==> config.mk <==
export PLATFORM = sky130hd
export DESIGN_NAME = lpra_divider
export DESIGN_NICKNAME = d
export VERILOG_FILES = /design/src/hdl/lookup_pixel_running_average_assert.svh /design/src/hdl/lpra_pkg.sv /design/src/hdl/lpra_divider.sv
export SDC_FILE = /design/constraint.sdc
export NUM_CORES = 1
export LEC_CHECK = 0
export BUFFER_PORTS_ARGS = -buffer_cell sky130_fd_sc_hd__buf_2
export CORE_MARGIN = 2
export CORE_UTILIZATION = 35
export CTS_CLUSTER_SIZE = 24
export DETAILED_ROUTE_END_ITERATION = 8
export GPL_TIMING_DRIVEN = 0
export PLACE_DENSITY = 0.56
export SLEW_MARGIN = 10
export SYNTH_ARGS = -nofsm -noshare
export SYNTH_HDL_FRONTEND = slang
export SYNTH_SLANG_ARGS = --single-unit
==> constraint.sdc <==
create_clock -name clock -period 4.81 [get_ports clock]
set_input_delay 0.481 -clock clock [delete_from_list [all_inputs] [get_ports clock]]
set_output_delay 0.481 -clock clock [all_outputs]
set_load 0.01 [all_outputs]
==> src/hdl/lookup_pixel_running_average_assert.svh <==
// ---------------------------------------------------------------------------
// assertion macros for the lookup pixel running average block
// ---------------------------------------------------------------------------
`ifndef LOOKUP_PIXEL_RUNNING_AVERAGE_ASSERT_SVH
`define LOOKUP_PIXEL_RUNNING_AVERAGE_ASSERT_SVH

// consequent checked in the same cycle as the antecedent
`define LPRA_ASSERT_SAME(label, clk, rst, ante, cons, msg) \
   label: assert property (@(posedge clk) disable iff (rst) (ante) |-> (cons)) \
      else $error(msg);

// consequent checked in the cycle after the antecedent
`define LPRA_ASSERT_NEXT(label, clk, rst, ante, cons, msg) \
   label: assert property (@(posedge clk) disable iff (rst) (ante) |=> (cons)) \
      else $error(msg);

`endif

==> src/hdl/lpra_pkg.sv <==
// ---------------------------------------------------------------------------
// lpra_pkg
// shared widths, codes and types of the lookup pixel running average block
// ---------------------------------------------------------------------------
`timescale 1ns / 1ps
`default_nettype none

package lpra_pkg;

   // default sizes of the stores
   localparam int LOOKUP_DEPTH_DEF = 16384;
   localparam int PIXEL_COUNT_DEF  = 16384;
   localparam int CHANNELS_DEF     = 4;

   // sample lanes carried by one request
   localparam int SAMPLE_FIELDS = 4;
   localparam int SAMPLE_SEL_W  = $clog2(SAMPLE_FIELDS);

   // field widths
   localparam int CMD_W = 2;
   localparam int IDX_W = 14;
   localparam int PIX_W = 14;
   localparam int RCH_W = 2;
   localparam int VAL_W = 16;

   // register widths and reset values
   localparam int LENGTH_CFG_W = 15;
   localparam int CHANS_CFG_W  = 3;
   localparam logic [LENGTH_CFG_W-1:0] LENGTH_RESET = 15'd16384;
   localparam logic [CHANS_CFG_W-1:0]  CHANS_RESET  = 3'd1;

   localparam int CSR_INDEX_W = 1;
   localparam int CSR_DATA_W  = LENGTH_CFG_W;

   // stream packing
   localparam int REQ_DATA_W = 112;
   localparam int RSP_DATA_W = 32;

   // divider: quotient always fits one value width
   localparam int PROD_W        = 2 * VAL_W;
   localparam int DIV_W         = VAL_W + 1;
   localparam int DIV_BITS_STEP = 2;
   localparam int DIV_CYCLES    = VAL_W / DIV_BITS_STEP;

   typedef enum logic [CMD_W-1:0] {
      CMD_LOAD = 2'd0,
      CMD_MAP  = 2'd1,
      CMD_READ = 2'd2
   } command_type;

   typedef enum logic [CSR_INDEX_W-1:0] {
      CSR_LOOKUP_LENGTH   = 1'b0,
      CSR_CHANNELS_IN_USE = 1'b1
   } csr_index_type;

   typedef struct packed {
      logic              start;
      logic [PROD_W-1:0] dividend;
      logic [DIV_W-1:0]  divisor;
   } div_request_type;

   typedef struct packed {
      logic             busy;
      logic             done;
      logic [VAL_W-1:0] quotient;
      logic [DIV_W-1:0] remainder;
   } div_status_type;

endpackage

`default_nettype wire

==> src/hdl/lpra_divider.sv <==
// ---------------------------------------------------------------------------
// lpra_divider
// iterative restoring divider, two quotient bits per cycle
// ---------------------------------------------------------------------------
`timescale 1ns / 1ps
`default_nettype none

module lpra_divider
   import lpra_pkg::*;
(
   input  wire logic            clock,
   input  wire logic            reset,
   input  wire div_request_type div_req,
   output div_status_type       div_sts
);

   localparam int CNT_W = $clog2(DIV_CYCLES);

   logic             busy_ff, busy_in;
   logic             done_ff, done_in;
   logic [CNT_W-1:0] cnt_ff, cnt_in;
   logic [DIV_W-1:0] rem_ff, rem_in;
   logic [VAL_W-1:0] quo_ff, quo_in;
   logic [DIV_W-1:0] dsr_ff, dsr_in;

   logic [DIV_W:0]   trial;
   logic [DIV_W-1:0] part_rem;
   logic [VAL_W-1:0] part_quo;

   always_comb begin
      busy_in  = busy_ff;
      done_in  = 1'b0;
      cnt_in   = cnt_ff;
      rem_in   = rem_ff;
      quo_in   = quo_ff;
      dsr_in   = dsr_ff;
      trial    = '0;
      part_rem = rem_ff;
      part_quo = quo_ff;
      if (div_req.start) begin
         // upper half is already below the divisor, so the quotient is one value wide
         rem_in  = DIV_W'(div_req.dividend[PROD_W-1:VAL_W]);
         quo_in  = div_req.dividend[VAL_W-1:0];
         dsr_in  = div_req.divisor;
         cnt_in  = '0;
         busy_in = 1'b1;
      end else if (busy_ff) begin
         for (int i = 0; i < DIV_BITS_STEP; i++) begin
            trial    = {part_rem, part_quo[VAL_W-1]};
            part_quo = {part_quo[VAL_W-2:0], 1'b0};
            if (trial >= {1'b0, dsr_ff}) begin
               trial       = trial - {1'b0, dsr_ff};
               part_quo[0] = 1'b1;
            end
            part_rem = trial[DIV_W-1:0];
         end
         rem_in = part_rem;
         quo_in = part_quo;
         cnt_in = cnt_ff + 1'b1;
         if (cnt_ff == CNT_W'(DIV_CYCLES - 1)) begin
            busy_in = 1'b0;
            done_in = 1'b1;
         end
      end
   end

   always_ff @(posedge clock) begin
      if (reset) begin
         busy_ff <= 1'b0;
         done_ff <= 1'b0;
         cnt_ff  <= '0;
      end else begin
         busy_ff <= busy_in;
         done_ff <= done_in;
         cnt_ff  <= cnt_in;
      end
   end

   always_ff @(posedge clock) begin
      rem_ff <= rem_in;
      quo_ff <= quo_in;
      dsr_ff <= dsr_in;
   end

   assign div_sts.busy      = busy_ff;
   assign div_sts.done      = done_ff;
   assign div_sts.quotient  = quo_ff;
   assign div_sts.remainder = rem_ff;

endmodule

`default_nettype wire

# == Word level (Yosys, flattened, before mapping) ==
# Index checks and enable logic that the tools add are counted.
# W data, S select, Z words.
# totals
regBits,55
output_inout_bits,35
elab_cells,31
# classes
addsub,3
n_lt_le_gt_ge,2
n_eq_ne,1
n_mux,14
bitwise,1
reduce_logical,3
# ops
operator,count
$mux W17,4
$mux W16,4
$ge A18 B17 Y1,2
$sub A17 B17 Y17,2
$mux W1,6
$add A3 B1 Y3 const B,1
$eq A3 B3 Y1 const B,1
$reduce_or A3 Y1,1
$reduce_bool A2 Y1,1
$reduce_or A2 Y1,1
$not A1 Y1,1

# == Logic depth before layout (Yosys ltp) ==
# depth
word_depth,8
mapped_depth,22
ltp_nobuf,19

# == Worst setup path after synthesis ==
# Ideal clock, no wire load.
# synth_path
path_type,reg2reg
start,register quo_ff[15]
end,register rem_ff[14] (data pin)
arrival_ns,4.741
path_slack_ns,-0.192
stages_incl_launch_ff,22
path_buffers,2
synth_period_minus_slack_ns,5.002
path_cell_list,edfxtp_1 inv_1 ha_1 inv_1 fa_1 nand3_1 a21oi_2 o41ai_4 a311o_1 and2_0 clkbuf_1 mux2_2 ha_1 nand3_1 a21oi_1 or3_1 a211oi_2 o21ai_1 a211oi_2 buf_6 nor3_1 a311o_1
# synth_via
elab_chain_cells,8
# synth_rtl
item,line,source
start: declaration,lpra_divider.sv:23,"logic [VAL_W-1:0] quo_ff, quo_in;"
start signal: assignment,lpra_divider.sv:81,quo_ff <= quo_in;
$sub A17 B17 Y17 / $ge A18 B17 Y1 (equally long branches),"lpra_divider.sv:52, lpra_divider.sv:51",
$mux W17 (*),lpra_divider.sv:51,"if (trial >= {1'b0, dsr_ff}) begin"
$mux W17 (*),lpra_divider.sv:47,end else if (busy_ff) begin
$mux W17 (*),lpra_divider.sv:40,if (div_req.start) begin
$sub A17 B17 Y17 / $ge A18 B17 Y1 (equally long branches),"lpra_divider.sv:52, lpra_divider.sv:51",
$mux W17 (*),lpra_divider.sv:51,
$mux W16 (*),lpra_divider.sv:47,
$mux W16 (*),lpra_divider.sv:40,
via rem_in[14],lpra_divider.sv:22,"logic [DIV_W-1:0] rem_ff, rem_in;"
end signal: assignment,lpra_divider.sv:80,rem_ff <= rem_in;
end: declaration,lpra_divider.sv:22,
# The timed path passes the listed nets; every way through them passes the cells marked *. The select of a mux whose other input is x is not followed.
# A chain may end at the register's enable or synchronous reset.

# == Worst setup path in the final report ==
# layout_path
start,register quo_ff[15]
end,register rem_ff[11] (data pin)
# The elaborated chain is that of the path after synthesis.

==> flow_metrics.tcl <==
set metrics [dict create \
    cts_hold_buf 0 \
    grt_pass1_vias 3691 \
    synth-warning-count 0 \
    setup_violations 17 \
    track_usage_pct 19.52 \
    syn_nets 493 \
    synth_area_um2 4089 \
    total_power_mw 4.869 \
    clock-root-buffer "clkbuf_16" \
    final_nets 609 \
    cts.clk_slew.worst_paths_ns 0.08 \
    slew_headroom_pct 45.60 \
    skew_ns 0.008558 \
    clock_sinks 55 \
    register_area_um2 1592 \
    dr.first_iter.drc_count 176 \
    end_kind "flip-flop" \
    hold_violations 0 \
    drt-total-wl_um 12130 \
    numCtsBuffers 5 \
    synth.avg_cell_area_um2 10.15 \
    fillCellCount 1097 \
    place_inst 632 \
    multi_input_area_um2 2534 \
    fin_cells 663 \
    status "finished, violations left" \
    portBuffers 86 \
    n_antenna_cell 0 \
    cts_tree "done" \
    synth_edf_count 49 \
    power_density_nw_per_um2 919.1 \
    worstPathRequired_ns 4.88 \
    overflow 0 \
    holdCritStartpoint "div_req[0]" \
    cp_max_fo 8 \
    syn2layout_area_growth_pct 29.56 \
    rr_startpoint "quo_ff[15]" \
    die_w_um 112.1 \
    drive_gt1_share_pct 37.88 \
    async_flop_share_pct 0 \
    drc 0 \
    startpoint "quo_ff[15]" \
    period_share_pct 103.2 \
    drtPass1Iterations 5 \
    cap_violations 0 \
    timing.fmax_mhz 201.5 \
    die_h_um 112.1 \
    start_util_pct 35.81 \
    worstSetupPathType "reg2reg" \
    ys.flop_type "edfxtp_1" \
    ir_drop_mv 0.3416 \
    violations "negative setup slack" \
    hold-worst-slack_ns 0.3370 \
    p_leak_nw 2.245 \
    worst_pin_slew_ns 0.8161 \
    wl_per_cell_um 18.29 \
    arrival_ns 5.03 \
    fin_crit_ns 4.963 \
    clock_latency_ns 0.31 \
    hp-class "in2reg" \
    drv_slew 0 \
    cts_buffer_depth 2 \
    startpoint_type "flip-flop" \
    grt_antenna_before_repair 0 \
    place.gp.congestion 0.9131 \
    synth-seq-area-share_pct 38.92 \
    setup_ws_ns -0.1532 \
    htreeDepth 2 \
    syn_inst 403 \
    ys_ff_latch 55 \
    fp.dieArea_um2 12560 \
    rsz0062_at_grt "yes" \
    grt_pass1_wl_um 19150 \
    grt_max_degree 33 \
    synth_cell_types 59 \
    place_ws_ns -0.9082 \
    ios 87 \
    vias_per_cell 5.472 \
    antenna_left 0 \
    place_hpwl_um 8782 \
    vias 3628 \
    rows 39 \
    core-area_um2 11420 \
]
## registers in the layout (all words and copies together), names as in the netlist
name / count
quo_ff: 16
cnt_ff: 3
done_ff: 1
busy_ff: 1
rem_ff: 17
dsr_ff: 17
## critical path, cell delays in order (launching register included)
cell      delay [ns]
edfxtp_1        0.43
inv_1           0.09
ha_2            0.19
inv_2           0.04
fa_2            0.35
nand3_2         0.12
a21oi_4         0.08
o41ai_4         0.30
a311o_2         0.35
nand2_4         0.09
buf_8           0.17
mux2_4          0.32
ha_4            0.24
a211oi_2        0.19
nor2_1          0.07
or3_4           0.40
a211oi_4        0.31
o21ai_2         0.10
a211oi_2        0.20
buf_4           0.18
buf_8           0.14
buf_6           0.13
buf_6           0.09
or3_1           0.09
nand3_1         0.06
## cell type report
class                      count  share of cell area [%]
clock inverter                 2                  0.3307
sequential                    55                   30.04
buffer                        14                   2.102
clock buffer                   6                   2.433
inverter                      25                   1.771
timing repair buffer         110                   12.12
tap                          143                   3.377
multi-input combinational    308                   47.83
## final timing paths
kind | endpoint | slack [ns] | depth (start not counted)
max | rem_ff[11] | -0.15 | 24
min | dsr_ff[0] | 0.34 | 1
max reg2reg | rem_ff[11] | -0.15 | 24
min reg2reg | cnt_ff[2] | 0.54 | 2
## metrics by stage
step	area (µm²)	util, %	setup TNS, ns
finish	5298	46.39	-1.385
global route	5298	46.39	-3.368
CTS	5215	45.67	-3.246
detailed placement	4735	41.46	-14.49
global placement	4735	41.46	-12.59
floorplan	4125	-	0
## placed cells by master (no fill, tap or decap), types with 3 or more instances in the layout
cell / n
buf_8: 3
nand2_1: 35
nand3b_1: 3
xnor2_1: 13
a21oi_2: 6
dfxtp_1: 6
o311ai_0: 3
clkbuf_16: 5
a21o_1: 6
edfxtp_1: 49
a21oi_1: 21
nand4_1: 7
or3_1: 3
nor2_1: 15
o21ai_1: 6
buf_4: 22
inv_1: 22
nor3_1: 8
xor2_1: 11
ha_1: 29
buf_2: 86
mux2_4: 3
nand3_2: 3
o21a_1: 7
ha_4: 5
nand2b_1: 4
nand3_1: 15
buf_6: 4
or2_2: 3
mux2_2: 24
o21ai_2: 3
clkbuf_1: 6
o21ai_0: 16
mux2i_1: 6
## layer usage
metal | vias to the layer above | share of wire, % | global-route usage, %
met5 | - | 0 | 0
met4 | 0 | 2.7 | 6.341
met3 | 22 | 6.3 | 5.022
met2 | 122 | 47 | 32.49
met1 | 1735 | 44 | 24.89
li1 | 1749 | - | -
## cells by family (layout without fill, tap and decap cells)
logic type | count (synthesis) | count (layout) | share of synthesized area, %
adder cells (fa/ha/maj) | 38 | 38 | 12.00
AO/OA/AOI/OAI | 103 | 103 | 17.75
XOR/XNOR | 24 | 24 | 5.141
AND/OR/NAND/NOR | 110 | 110 | 13.10
multiplexers | 33 | 33 | 8.905
flip-flops | 55 | 55 | 38.92
buffers and inverters | 40 | 157 | 4.192
## repair_timing
| item | 4_1_cts | 5_1_grt |
|---|---|---|
| setup buffers | 17 | 6 |
| gates resized for setup | 51 | 12 |
| pin swaps | 15 | 12 |
| endpoints found under the setup margin | 18 | 18 |
| endpoints found under the hold margin | 0 | 0 |
| gates cloned | 1 | 0 |
## Yosys cell counts (all sizes together), types with 2 or more instances
| cell type | n | share of area [%] |
|---|---|---|
| edfxtp | 49 | 36 |
| nand3 | 18 | 2.2 |
| o211ai | 2 | 0.37 |
| a21oi | 28 | 3.7 |
| or3 | 4 | 0.61 |
| inv | 24 | 2.2 |
| o31ai | 2 | 0.37 |
| clkbuf | 7 | 0.64 |
| dfxtp | 6 | 2.9 |
| o31a | 2 | 0.43 |
| nand2b | 4 | 0.61 |
| nor2 | 15 | 1.4 |
| xnor2 | 13 | 2.8 |
| a311o | 2 | 0.49 |
| a211o | 2 | 0.43 |
| mux2 | 27 | 7.4 |
| nand2 | 36 | 3.3 |
| and3 | 2 | 0.31 |
| xor2 | 11 | 2.4 |
| mux2i | 6 | 1.5 |
| fa | 2 | 0.98 |
| nor2b | 3 | 0.46 |
| o21a | 7 | 1.3 |
| nor4 | 2 | 0.31 |
| a21o | 6 | 1.1 |
| and2 | 3 | 0.46 |
| nand3b | 3 | 0.55 |
| buf | 8 | 1.3 |
| o221a | 2 | 0.55 |
| nor3 | 8 | 0.98 |
| o311ai | 7 | 1.5 |
| ha | 36 | 11 |
| a211oi | 5 | 1.2 |
| nand4 | 7 | 1.1 |
| or2 | 3 | 0.46 |
| o21ai | 25 | 3.1 |
## report_power, final
| part | internal, mW | switching (mW) |
|---|---|---|
| clock network | 0.196 | 0.188 |
| logic | 1.80 | 1.91 |
| registers | 0.689 | 0.0826 |
Power figures use the tool's default switching activity.
